===== src/rtl/hydrostatic_geopotential_column_defines.svh =====
// ----------------------------------------------------------------------------
// Assertion macros for the geopotential column block
// Shared helpers for concurrent checks; they expect clk and arst_n in scope.
// ----------------------------------------------------------------------------
`ifndef HYDROSTATIC_GEOPOTENTIAL_COLUMN_DEFINES_SVH
`define HYDROSTATIC_GEOPOTENTIAL_COLUMN_DEFINES_SVH

// same-cycle implication
`define HGC_ASSERT_IMP(lbl, ante, cons, msg) \
	lbl: assert property (@(posedge clk) disable iff (!arst_n) (ante) |-> (cons)) else $error(msg);

// next-cycle implication
`define HGC_ASSERT_NEXT(lbl, ante, cons, msg) \
	lbl: assert property (@(posedge clk) disable iff (!arst_n) (ante) |=> (cons)) else $error(msg);

`endif


===== src/rtl/hgc_pkg.sv =====
// ----------------------------------------------------------------------------
// hgc_pkg
// Widths, constants and shared types of the geopotential column block.
// ----------------------------------------------------------------------------
package hgc_pkg;

	localparam int FRAC_BITS = 16;
	localparam int UW        = 47;                // unsigned field width
	localparam int SW        = 48;                // signed field width
	localparam int QB        = 50;                // quotient bits, cap is 2^(QB-1)
	localparam int P1W       = 2 * UW;            // rg * tv
	localparam int P2W       = 3 * UW;            // rg * tv * dp
	localparam int DW        = UW + FRAC_BITS;    // divisor p << FRAC_BITS
	localparam int NHW       = P2W - QB;          // numerator bits above quotient
	localparam int CW        = 6;                 // iteration counter
	localparam int PAW       = 4;                 // APB address width
	localparam int PDW       = 64;                // APB data width

	localparam logic [UW-1:0] GAS_RESET = UW'(18808832);

	// register index, decoded from paddr[3]
	localparam logic REG_GAS = 1'b0;

	// one queued level, classified by the front end
	typedef struct packed {
		logic                 column_start;
		logic signed [SW-1:0] surface_geopotential;
		logic [UW-1:0]        virtual_temp;
		logic [UW-1:0]        pressure;
		logic [UW-1:0]        layer_thickness;
		logic                 pressure_zero;
	} hgc_job_t;

endpackage


===== src/rtl/hgc_channels.sv =====
// ----------------------------------------------------------------------------
// hgc channel interfaces
// Valid/ready channels for input levels and result beats.
// ----------------------------------------------------------------------------
interface hgc_in_if;
	import hgc_pkg::*;
	logic                 valid;
	logic                 ready;
	logic                 column_start;
	logic signed [SW-1:0] surface_geopotential;
	logic [UW-1:0]        virtual_temp;
	logic [UW-1:0]        pressure;
	logic [UW-1:0]        layer_thickness;

	modport source(output valid, column_start, surface_geopotential, virtual_temp,
		pressure, layer_thickness, input ready);
	modport sink(input valid, column_start, surface_geopotential, virtual_temp,
		pressure, layer_thickness, output ready);
endinterface

interface hgc_out_if;
	import hgc_pkg::*;
	logic                 valid;
	logic                 ready;
	logic signed [SW-1:0] geopotential;
	logic                 overflow;

	modport source(output valid, geopotential, overflow, input ready);
	modport sink(input valid, geopotential, overflow, output ready);
endinterface


===== src/rtl/hgc_front.sv =====
// ----------------------------------------------------------------------------
// hgc_front
// Accepts level beats, flags zero pressure and queues them for the back end.
// ----------------------------------------------------------------------------
module hgc_front (
	input  logic             clk,
	input  logic             arst_n,
	hgc_in_if.sink           items,
	output hgc_pkg::hgc_job_t job,
	output logic             job_valid,
	input  logic             job_pop
);
	import hgc_pkg::*;

	hgc_job_t   mem_q [2];
	logic       wp_q, rp_q;
	logic [1:0] cnt_q;
	logic       push;
	hgc_job_t   cls;

	// classify incoming level
	always_comb begin
		cls.column_start         = items.column_start;
		cls.surface_geopotential = items.surface_geopotential;
		cls.virtual_temp         = items.virtual_temp;
		cls.pressure             = items.pressure;
		cls.layer_thickness      = items.layer_thickness;
		cls.pressure_zero        = (items.pressure == '0);
	end

	assign items.ready = (cnt_q != 2'd2);
	assign push        = items.valid && items.ready;
	assign job         = mem_q[rp_q];
	assign job_valid   = (cnt_q != 2'd0);

	// two-entry queue storage
	always_ff @(posedge clk) begin
		if (push) begin
			mem_q[wp_q] <= cls;
		end
	end

	// queue pointers
	always_ff @(posedge clk or negedge arst_n) begin
		if (!arst_n) begin
			wp_q  <= 1'b0;
			rp_q  <= 1'b0;
			cnt_q <= 2'd0;
		end else begin
			if (push) begin
				wp_q <= ~wp_q;
			end
			if (job_pop) begin
				rp_q <= ~rp_q;
			end
			cnt_q <= cnt_q + {1'b0, push} - {1'b0, job_pop};
		end
	end

endmodule


===== src/rtl/hgc_back.sv =====
// ----------------------------------------------------------------------------
// hgc_back
// Shift-add products, restoring divide, accumulate and saturate per level.
// ----------------------------------------------------------------------------
`include "hydrostatic_geopotential_column_defines.svh"

module hgc_back (
	input  logic                     clk,
	input  logic                     arst_n,
	input  hgc_pkg::hgc_job_t        job,
	input  logic                     job_valid,
	output logic                     job_pop,
	input  logic [hgc_pkg::UW-1:0]   gas_constant,
	hgc_out_if.source                results
);
	import hgc_pkg::*;

	typedef enum logic [5:0] {
		S_IDLE = 6'b000001,
		S_MUL1 = 6'b000010,
		S_MUL2 = 6'b000100,
		S_DCHK = 6'b001000,
		S_DIV  = 6'b010000,
		S_DONE = 6'b100000
	} st_t;

	localparam logic [QB-1:0]        TERM_CAP = QB'(1) << (QB - 1);
	localparam logic signed [SW+2:0] POS_MAX  = (SW + 3)'((64'd1 << (SW - 1)) - 64'd1);

	st_t                  st_q;
	logic [CW-1:0]        cnt_q;
	hgc_job_t             job_q;
	logic [P1W-1:0]       p1_q;
	logic [P2W-1:0]       p2_q;
	logic [DW-1:0]        rem_q;
	logic [QB-1:0]        nlo_q;
	logic [QB-1:0]        quo_q;
	logic                 sat_q;
	logic [UW-1:0]        acc_q;
	logic                 out_valid_q;
	logic signed [SW-1:0] out_geo_q;
	logic                 out_ovf_q;

	logic [DW-1:0]        dvs;
	logic [UW:0]          sum1;
	logic [P1W:0]         sum2;
	logic [DW:0]          trial;
	logic                 ge;
	logic [DW:0]          diff;
	logic                 big;
	logic [QB-1:0]        term;
	logic [UW-1:0]        acc_eff;
	logic signed [SW+2:0] geo_sum;
	logic [SW+2:0]        acc_sum;
	logic                 geo_sat, acc_sat;
	logic                 out_load;

	// datapath
	always_comb begin
		dvs   = {job_q.pressure, {FRAC_BITS{1'b0}}};
		sum1  = {1'b0, p1_q[P1W-1:UW]} + (p1_q[0] ? {1'b0, gas_constant} : '0);
		sum2  = {1'b0, p2_q[P2W-1:UW]} + (p2_q[0] ? {1'b0, p1_q} : '0);
		trial = {rem_q, nlo_q[QB-1]};
		ge    = (trial >= {1'b0, dvs});
		diff  = trial - {1'b0, dvs};
		big   = (p2_q[P2W-1:QB] >= {{(NHW - DW){1'b0}}, dvs});
	end

	// layer term, running sum and saturation
	always_comb begin
		if (sat_q || job_q.pressure_zero) begin
			term = TERM_CAP;
		end else if (quo_q > TERM_CAP) begin
			term = TERM_CAP;
		end else begin
			term = quo_q;
		end
		acc_eff = job_q.column_start ? '0 : acc_q;
		geo_sum = $signed({{3{job_q.surface_geopotential[SW-1]}}, job_q.surface_geopotential})
			+ $signed({4'b0, acc_eff}) + $signed({2'b0, term[QB-1:1]});
		acc_sum = {4'b0, acc_eff} + {1'b0, term};
		geo_sat = (geo_sum > POS_MAX);
		acc_sat = |acc_sum[SW+2:UW];
	end

	assign job_pop  = (st_q == S_IDLE) && job_valid;
	assign out_load = (st_q == S_DONE) && (!out_valid_q || results.ready);

	// sequencer
	always_ff @(posedge clk or negedge arst_n) begin
		if (!arst_n) begin
			st_q  <= S_IDLE;
			cnt_q <= '0;
			sat_q <= 1'b0;
			acc_q <= '0;
		end else begin
			unique case (st_q)
				S_IDLE: begin
					if (job_valid) begin
						sat_q <= 1'b0;
						cnt_q <= '0;
						st_q  <= job.pressure_zero ? S_DONE : S_MUL1;
					end
				end
				S_MUL1: begin
					cnt_q <= cnt_q + CW'(1);
					if (cnt_q == CW'(UW - 1)) begin
						cnt_q <= '0;
						st_q  <= S_MUL2;
					end
				end
				S_MUL2: begin
					cnt_q <= cnt_q + CW'(1);
					if (cnt_q == CW'(UW - 1)) begin
						cnt_q <= '0;
						st_q  <= S_DCHK;
					end
				end
				S_DCHK: begin
					sat_q <= big;
					st_q  <= big ? S_DONE : S_DIV;
				end
				S_DIV: begin
					cnt_q <= cnt_q + CW'(1);
					if (cnt_q == CW'(QB - 1)) begin
						st_q <= S_DONE;
					end
				end
				S_DONE: begin
					if (out_load) begin
						acc_q <= acc_sat ? {UW{1'b1}} : acc_sum[UW-1:0];
						st_q  <= S_IDLE;
					end
				end
				default: st_q <= S_IDLE;
			endcase
		end
	end

	// working registers
	always_ff @(posedge clk) begin
		if (job_pop) begin
			job_q <= job;
			p1_q  <= {{UW{1'b0}}, job.virtual_temp};
		end
		if (st_q == S_MUL1) begin
			p1_q <= {sum1, p1_q[UW-1:1]};
			if (cnt_q == CW'(UW - 1)) begin
				p2_q <= {{P1W{1'b0}}, job_q.layer_thickness};
			end
		end
		if (st_q == S_MUL2) begin
			p2_q <= {sum2, p2_q[UW-1:1]};
		end
		if (st_q == S_DCHK) begin
			rem_q <= p2_q[QB+DW-1:QB];
			nlo_q <= p2_q[QB-1:0];
			quo_q <= '0;
		end
		if (st_q == S_DIV) begin
			rem_q <= ge ? diff[DW-1:0] : trial[DW-1:0];
			quo_q <= {quo_q[QB-2:0], ge};
			nlo_q <= {nlo_q[QB-2:0], 1'b0};
		end
		if (out_load) begin
			out_geo_q <= geo_sat ? POS_MAX[SW-1:0] : geo_sum[SW-1:0];
			out_ovf_q <= job_q.pressure_zero || geo_sat || acc_sat;
		end
	end

	// result register
	always_ff @(posedge clk or negedge arst_n) begin
		if (!arst_n) begin
			out_valid_q <= 1'b0;
		end else if (out_load) begin
			out_valid_q <= 1'b1;
		end else if (results.ready) begin
			out_valid_q <= 1'b0;
		end
	end

	assign results.valid        = out_valid_q;
	assign results.geopotential = out_geo_q;
	assign results.overflow     = out_ovf_q;

	`HGC_ASSERT_IMP(a_pop_idle, job_pop, st_q == S_IDLE && job_valid, "pop outside idle")
	`HGC_ASSERT_IMP(a_rem_below, st_q == S_DIV, rem_q < dvs, "remainder not below divisor")
	`HGC_ASSERT_NEXT(a_done_hold, st_q == S_DONE && out_valid_q && !results.ready, st_q == S_DONE, "result lost under stall")

endmodule


===== src/rtl/hydrostatic_geopotential_column.sv =====
// ----------------------------------------------------------------------------
// hydrostatic_geopotential_column
// Integrates mid-level geopotential up a column, one result beat per level.
// ----------------------------------------------------------------------------
// Levels go in bottom first; column_start clears the running interface sum.
// A level with non-zero pressure passes through the back end in order: it is
// taken from the queue, the shift-add Rgas*Tv product is formed, then the
// product with dp, a range check runs and the restoring divide follows, and
// the result register is written last; a level whose layer term is found out
// of range at the check skips the divide, and a zero-pressure level goes
// straight to the result write. A stalled result register holds the back end
// in its last state until the beat leaves. The back end has a single
// shift-add multiplier and divider. A two-beat queue lets the input
// side run ahead of the arithmetic. The gas constant sits at byte address 0
// of the APB port (64-bit data) and must only be written idle.
module hydrostatic_geopotential_column (
	input  logic                      clk,
	input  logic                      arst_n,
	hgc_in_if.sink                    items,
	hgc_out_if.source                 results,
	input  logic                      psel,
	input  logic                      penable,
	input  logic                      pwrite,
	input  logic [hgc_pkg::PAW-1:0]   paddr,
	input  logic [hgc_pkg::PDW-1:0]   pwdata,
	output logic [hgc_pkg::PDW-1:0]   prdata,
	output logic                      pready
);
	import hgc_pkg::*;

	logic [UW-1:0] gas_q;
	hgc_job_t      job;
	logic          job_valid;
	logic          job_pop;

	assign pready = 1'b1;

	// configuration register
	always_ff @(posedge clk or negedge arst_n) begin
		if (!arst_n) begin
			gas_q <= GAS_RESET;
		end else if (psel && penable && pwrite && (paddr[3] == REG_GAS)) begin
			gas_q <= pwdata[UW-1:0];
		end
	end

	// read back
	always_comb begin
		unique case (paddr[3])
			REG_GAS: prdata = {{(PDW - UW){1'b0}}, gas_q};
			default: prdata = '0;
		endcase
	end

	hgc_front u_front (
		.clk       (clk),
		.arst_n    (arst_n),
		.items     (items),
		.job       (job),
		.job_valid (job_valid),
		.job_pop   (job_pop)
	);

	hgc_back u_back (
		.clk          (clk),
		.arst_n       (arst_n),
		.job          (job),
		.job_valid    (job_valid),
		.job_pop      (job_pop),
		.gas_constant (gas_q),
		.results      (results)
	);

endmodule


===== src/flat_wrapper.sv =====
// flat-port wrapper written by rule: the top's interface ports become plain ports
module hydrostatic_geopotential_column_flat import hgc_pkg::*;
  (clk, arst_n, psel, penable, pwrite, paddr, pwdata, prdata, pready, items_valid, items_column_start, items_surface_geopotential, items_virtual_temp, items_pressure, items_layer_thickness, items_ready, results_valid, results_geopotential, results_overflow, results_ready);
  hgc_in_if items_i ();
  hgc_out_if results_i ();
  input  logic clk;
  input  logic arst_n;
  input  logic psel;
  input  logic penable;
  input  logic pwrite;
  input  logic [hgc_pkg::PAW-1:0] paddr;
  input  logic [hgc_pkg::PDW-1:0] pwdata;
  output logic [hgc_pkg::PDW-1:0] prdata;
  output logic pready;
  input wire logic [$bits(items_i.valid)-1:0] items_valid;
  input wire logic [$bits(items_i.column_start)-1:0] items_column_start;
  input wire logic [$bits(items_i.surface_geopotential)-1:0] items_surface_geopotential;
  input wire logic [$bits(items_i.virtual_temp)-1:0] items_virtual_temp;
  input wire logic [$bits(items_i.pressure)-1:0] items_pressure;
  input wire logic [$bits(items_i.layer_thickness)-1:0] items_layer_thickness;
  output wire logic [$bits(items_i.ready)-1:0] items_ready;
  output wire logic [$bits(results_i.valid)-1:0] results_valid;
  output wire logic [$bits(results_i.geopotential)-1:0] results_geopotential;
  output wire logic [$bits(results_i.overflow)-1:0] results_overflow;
  input wire logic [$bits(results_i.ready)-1:0] results_ready;
  assign items_i.valid = items_valid;
  assign items_i.column_start = items_column_start;
  assign items_i.surface_geopotential = items_surface_geopotential;
  assign items_i.virtual_temp = items_virtual_temp;
  assign items_i.pressure = items_pressure;
  assign items_i.layer_thickness = items_layer_thickness;
  assign items_ready = items_i.ready;
  assign results_valid = results_i.valid;
  assign results_geopotential = results_i.geopotential;
  assign results_overflow = results_i.overflow;
  assign results_i.ready = results_ready;
  hydrostatic_geopotential_column u_core (.clk(clk), .arst_n(arst_n), .items(items_i), .results(results_i), .psel(psel), .penable(penable), .pwrite(pwrite), .paddr(paddr), .pwdata(pwdata), .prdata(prdata), .pready(pready));
endmodule

===== config.mk =====
export PLATFORM = sky130hd
export DESIGN_NAME = hydrostatic_geopotential_column_flat
export DESIGN_NICKNAME = d
export VERILOG_FILES = /design/src/rtl/hgc_pkg.sv /design/src/rtl/hgc_channels.sv /design/src/rtl/hgc_front.sv /design/src/rtl/hgc_back.sv /design/src/rtl/hydrostatic_geopotential_column.sv /design/src/flat_wrapper.sv
export VERILOG_INCLUDE_DIRS = /design/src /design/src/rtl
export SDC_FILE = /design/constraint.sdc
export NUM_CORES = 2
export LEC_CHECK = 0
export ABC_CLOCK_PERIOD_IN_PS = 11760
export BUFFER_PORTS_ARGS = -buffer_cell sky130_fd_sc_hd__buf_2
export CAP_MARGIN = 20
export CELL_PAD_IN_SITES_DETAIL_PLACEMENT = 0
export CELL_PAD_IN_SITES_GLOBAL_PLACEMENT = 2
export CORE_MARGIN = 4
export CORE_UTILIZATION = 38
export CTS_CLUSTER_SIZE = 28
export DETAILED_ROUTE_END_ITERATION = 7
export GPL_ROUTABILITY_DRIVEN = 0
export PLACE_DENSITY = 0.78
export REMOVE_ABC_BUFFERS = 1
export SLEW_MARGIN = 20
export SYNTH_ARGS = -nofsm -noshare
export SYNTH_HDL_FRONTEND = slang
export SYNTH_HIERARCHICAL = 1
export SYNTH_SLANG_ARGS = --single-unit
export TNS_END_PERCENT = 100

===== constraint.sdc =====
create_clock -name clk -period 11.76 [get_ports clk]
set_clock_uncertainty 0.05 [all_clocks]
set_input_delay 2.352 -clock clk [delete_from_list [all_inputs] [get_ports clk]]
set_output_delay 2.352 -clock clk [all_outputs]
set_load 0.005 [all_outputs]

==> flow_summary.yaml <==
grt:
  grt_pass1_vias: 41600
  grt_start_max_net_pins: 147
  antenna_found_initial: 40
  grt_pass1_wl_um: 246000
  grt_overflow: 0
  grt_use_total: 0.188
critical_path:
  required_ns: 12.17
  cp_data_arrival_time_ns: 8.97
  cp-end-kind: "flop"
  r2r_slack_ns: 3.20
  r2r-start: "u_core/u_back/quo_q[17]"
  start_kind: "flop"
  reg2reg_depth: 25
  path_max_fanout: 48
  crit_type: "flop to flop"
  rr_endpoint: "u_core/u_back/results.geopotential[17]"
routing:
  num_vias: 41000
  firstDrtPassIters: 5
  wl_um: 160000
  wire_per_inst_um: 20.5
  avgViaCountPerCell: 5.28
  drc: 0
  drtIter0Drc: 2698
  ant_nets: 0
logic_synthesis:
  yosys_most_used_dff: "edfxtp_1"
  ys_ff_latch: 1085
  synth_area_leaders: "edfxtp_1, ha_1, mux2_2, dfrtp_1, nand2_1"
  synth_top_area_share: 0.481
  synth_warnings: 6
  synthArstFlopShare: 0.103
  synth-compound-area-share: 0.129
  synthAdderAreaFrac: 0.0848
  yosysTopAreaCell: "edfxtp_1"
  yosys.area_share.xor_xnor: 0.0358
  synthesis.instances: 5301
  yosys.area_share.simple: 0.136
  ys_types: 97
  synth_mux_area_frac: 0.0569
  synth-edff-count: 972
  syn_area_per_cell_um2: 11.5
  synth.cell_area_um2: 60700
  synth_top_family_by_area: "simple AND/OR/NAND/NOR gates"
  ys_seq_area_frac: 0.527
job:
  maxCapViolations: 0
finish:
  most-common-layout-cells: "edfxtp_1, nand2_1, nor2_1"
  layout.cells.non_filler: 7767
  synthToLayoutAreaGrowth_pct: 13.2
  drive_gt1_frac: 0.164
  nets: 6226
  layout_commonest_cell: "edfxtp_1"
sta:
  drv_slew: 0
  hold_viol: 0
  fmax_ghz: 0.117
  relSlewSlack: 0.252
  whs_ns: 0.452
  fin_crit_sh: 0.728
  max_slew.worst_pin.slew_ns: 1.09
  setup_violations: 0
  period_minus_slack_ns: 8.56
  rsz0062_at_grt: "no"
pwr:
  powerDensity_nw_per_um2: 275
  max-vdd-ir-drop_mv: 0.209
  power.leakage_nw: 27.5
die:
  start_util: 0.383
  dieArea_um2: 166000
  dieWidth_um: 408
  io_pins: 381
  core_area_um2: 159000
  fp.dieH_um: 408
  rows: 146
place:
  dp_cells: 7517
  dp_hpwl_um: 114000
  port_buffers: 342
outcome:
  status: "complete, no violations"
clock_tree:
  cts.reportedPaths.clkPinSlew_ns: 0.05
  cts_tree: "yes"
  cts.sinks: 1085
  ctsHoldBuffers: 0
  cts_setup_buffers: 0
  cts_buffers: 131
  clock_latency_ns: 0.78
  cts-root-buf: "clkbuf_16"
  cts_max_level: 4
  clockBufferDepth: 3
  cts_resized: 0
min_path:
  min_path_cells: 1
  min_to: "u_core/u_back/acc_q[45]"
  hold_path_class: "flop to flop"
  min-delay-start: "u_core/u_back/acc_q[45]"
[sequential cells by signal (all words and copies together), names as in the netlist]
signal / flops
u_core/gas_q: 47
u_core/u_back/acc_q: 47
u_core/u_back/cnt_q: 6
u_core/u_back/dvs: 47
u_core/u_back/job_q: 97
u_core/u_back/nlo_q: 50
u_core/u_back/p1_q: 94
u_core/u_back/p2_q: 141
u_core/u_back/quo_q: 50
u_core/u_back/rem_q: 63
u_core/u_back/results.geopotential: 48
u_core/u_back/results.overflow: 1
u_core/u_back/results.valid: 1
u_core/u_back/sat_q: 1
u_core/u_back/st_q: 6
u_core/u_front/cnt_q: 2
u_core/u_front/mem_q: 382
u_core/u_front/rp_q: 1
u_core/u_front/wp_q: 1
[per-layer routing]
metal,vias up,track usage,share of wire
li1,20100,-,-
met1,19800,0.245,0.44
met2,876,0.320,0.48
met3,243,0.0366,0.048
met4,22,0.0524,0.026
met5,-,0,0.00098
[worst max-delay path by stage]
| stage | start | end | slack (ns) | depth (start not counted) |
|---|---|---|---|---|
| 2_1_floorplan | u_core/u_back/st_q[3] | u_core/u_back/p2_q[0] | -3.38 | 3 |
| 3_3_place_gp | u_core/u_back/quo_q[17] | u_core/u_back/results.geopotential[15] | 3.30 | 25 |
| 3_5_place_dp | u_core/u_back/quo_q[17] | u_core/u_back/results.geopotential[10] | 3.25 | 25 |
| 4_1_cts | u_core/u_back/quo_q[17] | u_core/u_back/results.geopotential[17] | 3.24 | 25 |
| 5_1_grt | u_core/u_back/quo_q[17] | u_core/u_back/results.geopotential[15] | 2.64 | 25 |
| 6_report | u_core/u_back/quo_q[17] | u_core/u_back/results.geopotential[17] | 3.20 | 25 |
[Yosys cell counts, types with 46 or more instances]
cell and n:
edfxtp_1 972, nand2_1 535, nor2_1 357, a21oi_1 343, ha_1 337, mux2_2 256
a21o_1 226, and2_1 200, clkbuf_1 197, o21ai_0 178, inv_1 147, xnor2_1 131
xor2_1 115, nor2b_1 108, dfrtp_1 105, a31oi_1 103, nand4_1 84, and3_1 70
nand3_1 63, o21bai_1 63, nor3_1 59, nand2b_1 50, a22o_1 48, fa_1 46
[cells by family (layout without fill, tap and decap cells)]
family / count (synthesis) / in the layout
flops: 1085 / 1085
other cells: 2 / 30
fa+ha+maj: 384 / 384
mux: 298 / 298
simple gates: 1678 / 1678
compound gates: 1200 / 1200
buf+inv: 407 / 773
xor+xnor: 247 / 247
[worst max-delay path, cell delays in order (launching register included)]
cell      delay (ns)
edfxtp_1        0.41
nor4_1          0.66
nand4_1         0.34
o41ai_4         0.40
buf_4           0.41
and2_1          0.62
nand2_1         0.21
xnor2_1         0.17
ha_1            0.28
ha_1            0.23
fa_1            0.41
a21o_1          0.19
a21oi_1         0.34
nand3b_1        0.19
a31oi_1         0.10
o21ai_0         0.51
a21oi_1         0.23
a41oi_1         0.55
o21ai_1         0.12
buf_4           0.18
o21a_1          0.25
o221ai_1        0.25
xnor2_1         0.16
o31ai_4         0.23
buf_4           0.45
o21ai_0         0.18
[layout make-up]
cell class,count,area (um2)
fill,15000,89900
tap,2072,2590
multi-input combinational,3825,27000
antenna,12,30.0
clock buffer,160,3530
clock inverter,78,848
timing repair buffer,385,2080
inverter,150,572
sequential,1085,32000
[metrics by stage]
step                      utilization  cell area (um2)  setup WS [ns]  setup TNS (ns)  power [mW]
after floorplan                     -            59500          -3.38         -477.17        12.7
after global placement          0.405            64300           3.30               0        14.9
after detailed placement        0.405            64300           3.25               0        14.9
after CTS                       0.433            68700           3.24               0        19.2
after global routing            0.433            68700           2.64               0        20.4
final                           0.433            68700           3.20               0        18.9
[power breakdown]
group	internal (mW)	switching (mW)	total, mW	leakage, nW
logic	3.40	5.22	8.62	15.1
clock network	2.35	1.72	4.07	2.12
registers	5.72	0.506	6.23	10.3
total	11.5	7.45	18.9	27.5
(Power assumes the default switching activity.)
